[src/rtl/overlapping_frame_splitter_assert.svh]
// Assertion macros used by the overlapping frame splitter RTL.
`ifndef OVERLAPPING_FRAME_SPLITTER_ASSERT_SVH
`define OVERLAPPING_FRAME_SPLITTER_ASSERT_SVH
`ifndef SYNTHESIS
// Same-cycle implication, disabled while reset is asserted.
`define OFS_ASSERT_IMP(label, clk, rst_n, ante, cons) \
    label: assert property (@(posedge clk) disable iff (!(rst_n)) (ante) |-> (cons)) \
        else $error("overlapping_frame_splitter assertion failed");
// Next-cycle implication, disabled while reset is asserted.
`define OFS_ASSERT_NXT(label, clk, rst_n, ante, cons) \
    label: assert property (@(posedge clk) disable iff (!(rst_n)) (ante) |=> (cons)) \
        else $error("overlapping_frame_splitter assertion failed");
`else
`define OFS_ASSERT_IMP(label, clk, rst_n, ante, cons)
`define OFS_ASSERT_NXT(label, clk, rst_n, ante, cons)
`endif
`endif

[src/rtl/ofs_pkg.sv]
// Types and constants of the overlapping frame splitter.
package ofs_pkg;

    localparam int CFG_W     = 7;
    localparam int SMP_W     = 24;
    localparam int FNUM_W    = 16;
    localparam int STAT_W    = 2;
    localparam int CFG_IDX_W = 2;
    localparam int AW        = 6;

    localparam logic [CFG_W-1:0] MAX_FRAME = 7'd64;

    localparam logic [CFG_IDX_W-1:0] CFG_FRAME_SIZE = 2'd0;
    localparam logic [CFG_IDX_W-1:0] CFG_HOP_SIZE   = 2'd1;

    localparam logic OP_SAMPLE = 1'b0;

    localparam logic [STAT_W-1:0] ST_FRAME = 2'd0;
    localparam logic [STAT_W-1:0] ST_DONE  = 2'd1;
    localparam logic [STAT_W-1:0] ST_ERR   = 2'd2;

    typedef struct packed {
        logic                    opcode;
        logic signed [SMP_W-1:0] sample_in;
    } t_in_word;

    typedef struct packed {
        logic signed [SMP_W-1:0] sample_out;
        logic                    last_of_frame;
        logic [FNUM_W-1:0]       frame_number;
        logic [STAT_W-1:0]       status;
        logic                    more_pending;
    } t_out_word;

    typedef struct packed {
        logic          wr_en;
        logic [AW-1:0] wr_addr;
        logic [AW-1:0] rd_addr;
    } t_ring_ctl;

endpackage

[src/rtl/ofs_ring.sv]
// Sample ring: one write port and one registered read port.
module ofs_ring
    import ofs_pkg::*;
(
    input  logic                    i_clk,
    input  t_ring_ctl               i_ctl,
    input  logic signed [SMP_W-1:0] i_wr_data,
    output logic signed [SMP_W-1:0] o_rd_data
);

    logic signed [SMP_W-1:0] r_mem [2**AW];
    logic signed [SMP_W-1:0] r_rd_data;

    always_ff @(posedge i_clk) begin
        if (i_ctl.wr_en) begin
            r_mem[i_ctl.wr_addr] <= i_wr_data;
        end
        r_rd_data <= r_mem[i_ctl.rd_addr];
    end

    assign o_rd_data = r_rd_data;

endmodule

[src/rtl/overlapping_frame_splitter.sv]
// Top level of the overlapping frame splitter: sequencer, registers and output word.
//
// Usage. Input words (opcode, sample_in) arrive on i_in_valid/o_in_ready; a sample
// word stores one sample in a 64-entry ring, a flush word ends the stream. Result
// words leave on o_out_valid/i_out_ready through one output register. Register
// writes (index 0 frame_size, index 1 hop_size) use i_cfg_valid/o_cfg_ready, are
// always taken, and restart the stream; write them only while the block is idle.
// Sequence. A sample that does not complete a frame leaves the block idle. A sample
// that completes a frame, or a flush that has samples pending, starts a frame: the
// block passes through a prepare state into the emit state, which loads the first
// word into the output register, and then one word per cycle follows while the
// receiver is ready. The single read port of the ring sets that pace: one frame
// sample is fetched per cycle through one shared address adder.
// A flush with nothing pending, or under an invalid configuration, gives a single
// status word. The input is not ready while a frame or status word is sequenced.
// When the receiver stalls, the output word and the ring read address hold and
// the sequence resumes without loss. Reset clears the pointers, counters and
// output valid and loads frame_size 64 and hop_size 32; the ring is not cleared.
`include "overlapping_frame_splitter_assert.svh"
module overlapping_frame_splitter
    import ofs_pkg::*;
(
    input  logic                 i_clk,
    input  logic                 i_rst_n,
    input  logic                 i_in_valid,
    output logic                 o_in_ready,
    input  t_in_word             i_in_word,
    output logic                 o_out_valid,
    input  logic                 i_out_ready,
    output t_out_word            o_out_word,
    input  logic                 i_cfg_valid,
    output logic                 o_cfg_ready,
    input  logic [CFG_IDX_W-1:0] i_cfg_index,
    input  logic [CFG_W-1:0]     i_cfg_data
);

    // Sequencer states.
    localparam logic [1:0] S_IDLE = 2'd0;
    localparam logic [1:0] S_PREP = 2'd1;
    localparam logic [1:0] S_EMIT = 2'd2;
    localparam logic [1:0] S_STAT = 2'd3;

    logic [1:0]        r_state, n_state;
    logic [CFG_W-1:0]  r_fs, n_fs;
    logic [CFG_W-1:0]  r_hs, n_hs;
    logic [AW-1:0]     r_wp, n_wp;
    logic [CFG_W-1:0]  r_cnt, n_cnt;
    logic [FNUM_W-1:0] r_fc, n_fc;
    logic              r_out_valid, n_out_valid;

    logic [AW-1:0]     r_base, n_base;
    logic [CFG_W-1:0]  r_held, n_held;
    logic [CFG_W-1:0]  r_k, n_k;
    logic              r_more, n_more;
    logic [STAT_W-1:0] r_stat, n_stat;
    t_out_word         r_out, n_out;

    logic                    w_cfg_ok;
    logic                    w_in_acc;
    logic                    w_out_free;
    logic                    w_adv;
    logic [CFG_W-1:0]        w_cnt_inc;
    logic [CFG_W-1:0]        w_k_next;
    logic [CFG_W-1:0]        w_rd_k;
    t_ring_ctl               w_ring_ctl;
    logic signed [SMP_W-1:0] w_rd_data;
    logic                    w_stat_shown;
    logic                    w_stat_blank;
    logic                    w_frame_due;

    assign w_cfg_ok = (r_fs != '0) && (r_fs <= MAX_FRAME) &&
                      (r_hs != '0) && (r_hs <= r_fs);

    assign o_in_ready  = (r_state == S_IDLE);
    assign o_cfg_ready = 1'b1;
    assign w_in_acc    = i_in_valid && o_in_ready;
    assign w_out_free  = !r_out_valid || i_out_ready;
    assign w_adv       = (r_state == S_EMIT) && w_out_free;
    assign w_cnt_inc   = r_cnt + 7'd1;
    assign w_k_next    = r_k + 7'd1;

    // The read address moves on only when a word goes into the output register,
    // so a stall leaves the fetched sample in place.
    assign w_rd_k             = w_adv ? w_k_next : r_k;
    assign w_ring_ctl.rd_addr = r_base + w_rd_k[AW-1:0];
    assign w_ring_ctl.wr_addr = r_wp;
    assign w_ring_ctl.wr_en   = w_in_acc && (i_in_word.opcode == OP_SAMPLE) && w_cfg_ok;

    ofs_ring u_ring (
        .i_clk     (i_clk),
        .i_ctl     (w_ring_ctl),
        .i_wr_data (i_in_word.sample_in),
        .o_rd_data (w_rd_data)
    );

    always_comb begin
        n_state     = r_state;
        n_fs        = r_fs;
        n_hs        = r_hs;
        n_wp        = r_wp;
        n_cnt       = r_cnt;
        n_fc        = r_fc;
        n_base      = r_base;
        n_held      = r_held;
        n_k         = r_k;
        n_more      = r_more;
        n_stat      = r_stat;
        n_out       = r_out;
        n_out_valid = r_out_valid && !i_out_ready;

        case (r_state)
            S_IDLE: begin
                if (w_in_acc) begin
                    if (i_in_word.opcode == OP_SAMPLE) begin
                        // Under an invalid configuration the sample is dropped.
                        if (w_cfg_ok) begin
                            n_wp = r_wp + 6'd1;
                            if (w_cnt_inc >= r_fs) begin
                                n_held  = r_fs;
                                n_base  = r_wp + 6'd1 - r_fs[AW-1:0];
                                n_more  = 1'b0;
                                n_cnt   = r_fs - r_hs;
                                n_k     = '0;
                                n_state = S_PREP;
                            end else begin
                                n_cnt = w_cnt_inc;
                            end
                        end
                    end else if (!w_cfg_ok) begin
                        n_stat  = ST_ERR;
                        n_cnt   = '0;
                        n_fc    = '0;
                        n_state = S_STAT;
                    end else if (r_cnt == '0) begin
                        n_stat  = ST_DONE;
                        n_cnt   = '0;
                        n_fc    = '0;
                        n_state = S_STAT;
                    end else begin
                        // Flush the oldest pending frame; what lies past one hop
                        // stays pending for the next flush.
                        n_held  = r_cnt;
                        n_base  = r_wp - r_cnt[AW-1:0];
                        n_more  = (r_cnt > r_hs);
                        n_cnt   = (r_cnt > r_hs) ? (r_cnt - r_hs) : '0;
                        n_k     = '0;
                        n_state = S_PREP;
                    end
                end
            end
            S_PREP: begin
                n_state = S_EMIT;
            end
            S_EMIT: begin
                if (w_out_free) begin
                    n_out.sample_out    = (r_k < r_held) ? w_rd_data : '0;
                    n_out.last_of_frame = (w_k_next == r_fs);
                    n_out.frame_number  = r_fc;
                    n_out.status        = ST_FRAME;
                    n_out.more_pending  = r_more;
                    n_out_valid         = 1'b1;
                    n_k                 = w_k_next;
                    if (w_k_next == r_fs) begin
                        n_fc    = r_fc + 16'd1;
                        n_state = S_IDLE;
                    end
                end
            end
            S_STAT: begin
                if (w_out_free) begin
                    n_out.sample_out    = '0;
                    n_out.last_of_frame = 1'b0;
                    n_out.frame_number  = '0;
                    n_out.status        = r_stat;
                    n_out.more_pending  = 1'b0;
                    n_out_valid         = 1'b1;
                    n_state             = S_IDLE;
                end
            end
            default: begin
                n_state = S_IDLE;
            end
        endcase

        // A register write restarts the stream but keeps the ring and pointer.
        if (i_cfg_valid && o_cfg_ready) begin
            if (i_cfg_index == CFG_FRAME_SIZE) begin
                n_fs  = i_cfg_data;
                n_cnt = '0;
                n_fc  = '0;
            end else if (i_cfg_index == CFG_HOP_SIZE) begin
                n_hs  = i_cfg_data;
                n_cnt = '0;
                n_fc  = '0;
            end
        end
    end

    always_ff @(posedge i_clk) begin
        if (!i_rst_n) begin
            r_state     <= S_IDLE;
            r_fs        <= MAX_FRAME;
            r_hs        <= 7'd32;
            r_wp        <= '0;
            r_cnt       <= '0;
            r_fc        <= '0;
            r_out_valid <= 1'b0;
        end else begin
            r_state     <= n_state;
            r_fs        <= n_fs;
            r_hs        <= n_hs;
            r_wp        <= n_wp;
            r_cnt       <= n_cnt;
            r_fc        <= n_fc;
            r_out_valid <= n_out_valid;
        end
    end

    always_ff @(posedge i_clk) begin
        r_base <= n_base;
        r_held <= n_held;
        r_k    <= n_k;
        r_more <= n_more;
        r_stat <= n_stat;
        r_out  <= n_out;
    end

    assign o_out_valid = r_out_valid;
    assign o_out_word  = r_out;

    // Terms of the checks below.
    assign w_stat_shown = r_out_valid && (r_out.status != ST_FRAME);
    assign w_stat_blank = (r_out.sample_out == '0) && !r_out.last_of_frame &&
                          (r_out.frame_number == '0);
    assign w_frame_due  = w_in_acc && (i_in_word.opcode == OP_SAMPLE) && w_cfg_ok &&
                          (w_cnt_inc >= r_fs) && !i_cfg_valid;

    // The frame index never runs past the frame while words are sequenced.
    `OFS_ASSERT_IMP(a_k_in_frame, i_clk, i_rst_n, r_state == S_EMIT, r_k < r_fs)
    // The pending count never exceeds one frame.
    `OFS_ASSERT_IMP(a_cnt_bound, i_clk, i_rst_n, w_cfg_ok, r_cnt <= r_fs)
    // Done and error words carry no sample, mark and frame number.
    `OFS_ASSERT_IMP(a_stat_clean, i_clk, i_rst_n, w_stat_shown, w_stat_blank)
    // A sample that completes a frame starts the frame sequence.
    `OFS_ASSERT_NXT(a_frame_start, i_clk, i_rst_n, w_frame_due, r_state == S_PREP)

endmodule
[config.mk]
export PLATFORM = sky130hd
export DESIGN_NAME = overlapping_frame_splitter
export DESIGN_NICKNAME = d
export VERILOG_FILES = /design/src/rtl/ofs_pkg.sv /design/src/rtl/ofs_ring.sv /design/src/rtl/overlapping_frame_splitter.sv
export VERILOG_INCLUDE_DIRS = /design/src /design/src/rtl
export SDC_FILE = /design/constraint.sdc
export NUM_CORES = 1
export LEC_CHECK = 0
export BUFFER_PORTS_ARGS = -buffer_cell sky130_fd_sc_hd__buf_2
export CAP_MARGIN = 20
export CORE_ASPECT_RATIO = 1.2
export CORE_MARGIN = 4
export CORE_UTILIZATION = 65
export DETAILED_ROUTE_END_ITERATION = 16
export GPL_ROUTABILITY_DRIVEN = 0
export MAX_ROUTING_LAYER = met4
export PLACE_DENSITY_LB_ADDON = 0.1
export RECOVER_POWER = 50
export SLEW_MARGIN = 0
export SYNTH_ARGS = -nofsm -noshare
export SYNTH_HDL_FRONTEND = slang
export SYNTH_HIERARCHICAL = 1
export SYNTH_SLANG_ARGS = --single-unit
[constraint.sdc]
create_clock -name i_clk -period 8.8 [get_ports i_clk]
set_input_delay 0.88 -clock i_clk [delete_from_list [all_inputs] [get_ports i_clk]]
set_output_delay 0.88 -clock i_clk [all_outputs]
set_load 0.05 [all_outputs]
Word level (Yosys, flattened, before mapping)
Memories as Yosys holds them, arrays and structs flattened. A register that Yosys moved wholly into a read port is not among the register bits.
Cells that the tools add are included.
{ "word_totals": {"regBits": 113, "ramBits": 1536, "inputBits": 39, "output_inout_bits": 47, "elab_cells": 141, "n_memories": 1} }
{ "op_classes": {"add_sub_neg": 9, "magnitude_cmp": 5, "n_eq_ne": 15, "mux": 64, "n_bitwise": 2, "reduce_logical": 28} }
{ "mem_list": {"columns": ["memory", "words", "width", "rd", "rd_ports_with_merged_regs", "wr", "line_no", "rtl"], "rows": [
  ["u_ring.r_mem", 64, 24, 1, 1, 1, "ofs_ring.sv:11", "logic signed [SMP_W-1:0] r_mem [2**AW];"]
]} }
{ "ops": {"columns": ["operator", "n"], "rows": [
  ["$mux W7", 23],
  ["$mux W16", 9],
  ["$mux W44", 2],
  ["$pmux W44 S2", 1],
  ["$mux W6", 6],
  ["$pmux W16 S2", 1],
  ["$mux W24", 1],
  ["$mux W2", 10],
  ["$add A16 B1 Y16 const B", 1],
  ["$add A7 B1 Y7 const B", 2],
  ["$pmux W7 S2", 1],
  ["$reduce_bool A7 Y1", 2],
  ["$sub A7 B7 Y7", 2],
  ["$reduce_and A6 Y1", 2],
  ["$sub A6 B6 Y6", 2],
  ["$mux W1", 9],
  ["$logic_and A1 B1 Y1", 8],
  ["$ne A2 B1 Y1 const B", 4],
  ["$pmux W2 S4", 1],
  ["$reduce_and A4 Y1", 2],
  ["$eq A7 B7 Y1", 1],
  ["$ge A7 B7 Y1", 1],
  ["$gt A7 B7 Y1", 1],
  ["$le A7 B7 Y1", 1],
  ["other kinds (19)", 30]
]} }

Longest topological paths before layout
{ "logic_depth": {"word_depth": 11, "ltp_mapped": 17, "mapped_depth_nobuf": 14} }

Modules after synthesis
Netlist, hierarchy kept.
{ "by_module_without_submodules": {"columns": ["module", "instances", "cells_each", "area_per_inst_um2", "seq_area_each_um2"], "rows": [
  ["ofs_ring", 1, 2634, 59523.3, 46604.7],
  ["overlapping_frame_splitter", 1, 723, 7040.5, 2932.8]
]} }

Worst setup path after synthesis
No wires, ideal clock.
{ "synth_path": {"path_kind": "reg2reg", "start": "reg r_fs[4]", "end": "mem u_ring.r_mem[56][0] (enable)", "setup_ns": 0.435, "t_arrival_ns": 4.101, "required_time_ns": 8.365, "slack_ns": 4.264, "stages_incl_launch_ff": 9, "path_buffers": 0, "synth_period_minus_slack_ns": 4.536, "path_cell_list": "dfxtp_1 or4_4 o31a_1 a2111oi_4 nand4b_4 inv_2 nor2b_1 nand4_1 nor3_1"} }
{ "synth_lines": {"columns": ["element", "line_no", "rtl"], "rows": [
  ["from (decl)", "overlapping_frame_splitter.sv:44", "logic [CFG_W-1:0] r_fs, n_fs;"],
  ["from (signal assigned)", "overlapping_frame_splitter.sv:210", "r_fs <= n_fs;"],
  ["to (decl)", "ofs_ring.sv:11", null]
]} }

==> impl_metrics.py <==
metrics = {
    "outcome": {
        "run_status": "finished with violations",
        "failed_checks": "capacitance limit, slew limit",
    },
    "synthesis": {
        "syn_area_um2": 66600,
        "ys_ff_latch": 1673,
        "synth_simple_gate_area_frac": 0.0422,
        "synth_seq_area_share": 0.744,
        "synth_edf_count": 1603,
        "syn_inst": 3357,
        "muxShareOfSynthArea": 0.141,
        "yosys.area_share.xor_xnor": 0.00694,
        "postSynth.asyncResetShare": 0,
        "synth_compound_area_frac": 0.0370,
        "synth_top_family_by_area": "multiplexers",
        "yosysTopAreaCell": "edfxtp_1",
        "synthAdderAreaFrac": 0.0103,
        "syn-num-nets": 3448,
        "synthTopCellsByArea": "edfxtp_1, mux4_2, dfxtp_1",
        "synthFlopType": "edfxtp_1",
        "synth_top_area_share": 0.723,
        "ys_types": 77,
        "avgSynthCellArea_um2": 19.8,
        "ys_warn_count": 6,
    },
    "clock_network": {
        "cts_tree": "yes",
        "clk_path_buf_depth": 3,
        "cts_max_level": 4,
        "hold_buffers": 0,
        "cts_resized": 0,
        "cts_root_buf": "clkbuf_16",
        "cts_made_buffers": 154,
        "insertion_delay_ns": 0.77,
        "clkTransAtPathRegs_ns": 0.06,
        "clock-sinks": 1673,
        "cts_setup_buffers": 0,
    },
    "critical_path": {
        "slowest_stage": "a2111oi_0",
        "end_kind": "flop",
        "worst_setup_path_start_kind": "flop",
        "cp_data_required_time_ns": 9.48,
        "path_delay_family": "compound AO/OA/AOI/OAI gates",
        "cp.arrival_ns": 6.90,
        "max_stage_delay_ns": 0.90,
        "cp.buffers_inverters": 2,
        "crit_start": "r_state[1]",
        "path_class": "flop to flop",
        "path_max_fanout": 42,
        "rr_startpoint": "r_state[1]",
        "crit_chain": "nor2b_1, nand2_1, xnor2_1, ha_4, fa_4, a21o_1, a21oi_1, xnor2_2, buf_4, nand2b_2, buf_4, o22ai_1, a2111oi_0, o21ai_0, o21ai_0",
    },
    "finish": {
        "num-nets-final": 3623,
        "final_layout_size_suffix_gt1_frac": 0.238,
        "area_growth_pct": 11.0,
        "n_fill_cell": 5942,
        "final_core_util": 0.728,
    },
    "floorplan": {
        "core_area_um2": 102000,
        "die_area_um2": 108000,
        "rows": 128,
        "io_pins": 86,
        "dieWidth_um": 300,
        "fp.dieH_um": 359,
        "initial_core_util": 0.656,
    },
    "global_routing": {
        "grt.total_usage": 0.324,
        "grt_antenna_before_repair": 10,
        "grt_max_degree": 122,
        "grt_overflow": 0,
        "grt_pass1_wl_mm": 240,
        "grt_pass1_vias": 34800,
    },
    "power_and_ir_drop": {
        "power.leakage_uw": 0.0234,
        "powerDensity_nw_per_um2": 362,
        "vdd_ir_drop_max_mv": 0.477,
    },
    "route": {
        "drt_iter0_drc": 4391,
        "viasPerCell": 6.88,
        "via_count": 34600,
        "remaining_drc_errors": 0,
        "first_pass_iters": 6,
        "avgRoutedWirePerCell_um": 32.9,
        "detail-route-antenna-nets": 0,
        "totalWireLength_mm": 166,
    },
    "timing": {
        "tightest_slew_ns": 3.82,
        "fin_crit_ns": 6.22,
        "fin_tns_setup_ns": 0,
        "max_freq_mhz": 161,
        "drv_slew": 1463,
        "finClkSkew_ns": 0.0228,
        "finalSetupViolCount": 0,
        "hold_violations": 0,
        "period_share": 0.707,
        "grt_setup_unrepaired": "false",
        "relSlewSlack": -1.55,
    },
    "job": {
        "max_cap_violations": 28,
    },
    "worst_hold_path": {
        "min_path_type": "input pin to flop",
        "holdCritStartpoint": "i_cfg_data[6]",
    },
    "placed_design": {
        "dpl.hpwl_mm": 96.6,
        "port_buffers": 84,
    },
}
==> worst register-to-register path: stages (launching register included) <==
cell and delay (ns):
dfxtp_1 0.62, nor2b_1 0.33, nand2_1 0.23, xnor2_1 0.22
ha_4 0.19, fa_4 0.51, a21o_1 0.20, a21oi_1 0.26
xnor2_2 0.15, buf_4 0.35, nand2b_2 0.38, buf_4 0.60
o22ai_1 0.30, a2111oi_0 0.90, o21ai_0 0.66, o21ai_0 0.24
==> report_power, final <==
group | total [µW] | internal [µW] | switching [µW] | leakage, µW
registers | 9120 | 8970 | 150 | 0.0150
clock network | 6650 | 3770 | 2870 | 0.00247
logic | 11000 | 4440 | 6530 | 0.00596
total | 26700 | 17200 | 9550 | 0.0234
==> cells in the mapped netlist, types with 5 or more instances <==
library cell     n
nand3b_1        35
nor2_1         144
o21ai_0         59
nand4_1         14
buf_4           31
a2111oi_0       24
and3_1          12
buf_6           15
or3_1           13
nand2_1        113
ha_1            47
xnor2_1         27
nor2b_1         38
and2_1          20
mux2i_1         18
o22ai_1         64
or2_2            5
mux4_2         372
inv_1           41
o22a_1           8
nand3_1         35
edfxtp_1      1603
o221ai_1        24
buf_1            9
a31oi_1          6
xor2_1          18
o31ai_1         13
o211ai_1         9
a21o_1           8
nor3_1          18
o21a_1          10
a21oi_1         62
mux2_2          48
or2_1            8
fa_1             5
buf_2           50
dfxtp_1         70
a211oi_1        34
mux4_1          12
clkbuf_1        77
nor4_1          15
nand2b_1        48
o2111a_1         5
or4_1            7
a21boi_0         7
==> path summary, 6_finish.rpt <==
kind / to / slack (ns) / cells past startpoint
setup reg to reg: u_ring/o_rd_data[19] / 2.58 / 15
hold / removal: r_fs[6] / 0.38 / 3
hold reg to reg: r_fc[15] / 0.51 / 2
setup / recovery: u_ring/o_rd_data[19] / 2.58 / 15
==> cell families after synthesis <==
group	count (synthesis)
other	1
buffers and inverters	228
XOR/XNOR	48
AND/OR/NAND/NOR	543
flip-flops	1673
adder cells (fa/ha/maj)	52
multiplexers	450
AO/OA/AOI/OAI	362
==> flip-flops by register name, indices dropped and copies added, names as in the netlist, 6 cells and up <==
name	cells
r_base	6
r_cnt	7
r_held	7
u_ring/r_mem	1536
u_ring/o_rd_data	24
r_k	7
o_out_word	44
r_wp	6
r_fs	7
r_hs	7
r_fc	16
==> layout make-up <==
| type | count | area [µm²] | share of cell area |
|---|---|---|---|
| Inverter | 43 | 161 | 0.00218 |
| Sequential cell | 1673 | 49500 | 0.671 |
| Antenna cell | 8 | 20.0 | 0.000271 |
| Multi-Input combinational cell | 1456 | 16200 | 0.219 |
| Tap cell | 1365 | 1710 | 0.0231 |
| Timing Repair Buffer | 204 | 1250 | 0.0169 |
| Clock inverter | 93 | 945 | 0.0128 |
| Clock buffer | 190 | 4100 | 0.0555 |
==> cell usage in the layout (no fill, tap or decap), types with 38 or more instances in the layout <==
cell type	synthesis	routed
a21oi_1	62	62
buf_2	50	48
buf_4	31	73
clkbuf_1	77	95
clkbuf_16	0	156
dfxtp_1	70	70
edfxtp_1	1603	1603
ha_1	47	46
inv_1	41	41
mux2_2	48	48
mux4_2	372	372
nand2_1	113	113
nand2b_1	48	47
nor2_1	144	84
nor2_2	0	47
nor2b_1	38	38
o21ai_0	59	59
o22ai_1	64	64
==> metal layers <==
layer | global-route usage | share of wire | vias to the layer above
li1 | - | - | 14200
met1 | 0.411 | 0.35 | 17900
met2 | 0.524 | 0.51 | 2125
met3 | 0.0567 | 0.092 | 416
met4 | 0.146 | 0.052 | 0
met5 | - | 0 | -
==> per-stage QoR <==
step | instances | setup WS, ns | total power [µW] | instance area [µm²] | hold slack (ns)
after global placement | 4712 | 1.69 | 19900 | 68700 | 0.487
after floorplan | 3357 | 4.26 | 16600 | 66600 | 0.441
after global routing | 5029 | 2.41 | 27700 | 73900 | 0.369
after CTS | 5010 | 2.77 | 26700 | 73900 | 0.330
final | 5032 | 2.58 | 26700 | 73900 | 0.380
after detailed placement | 4727 | 2.45 | 20100 | 68900 | 0.503
Power figures use the tool's default switching activity.
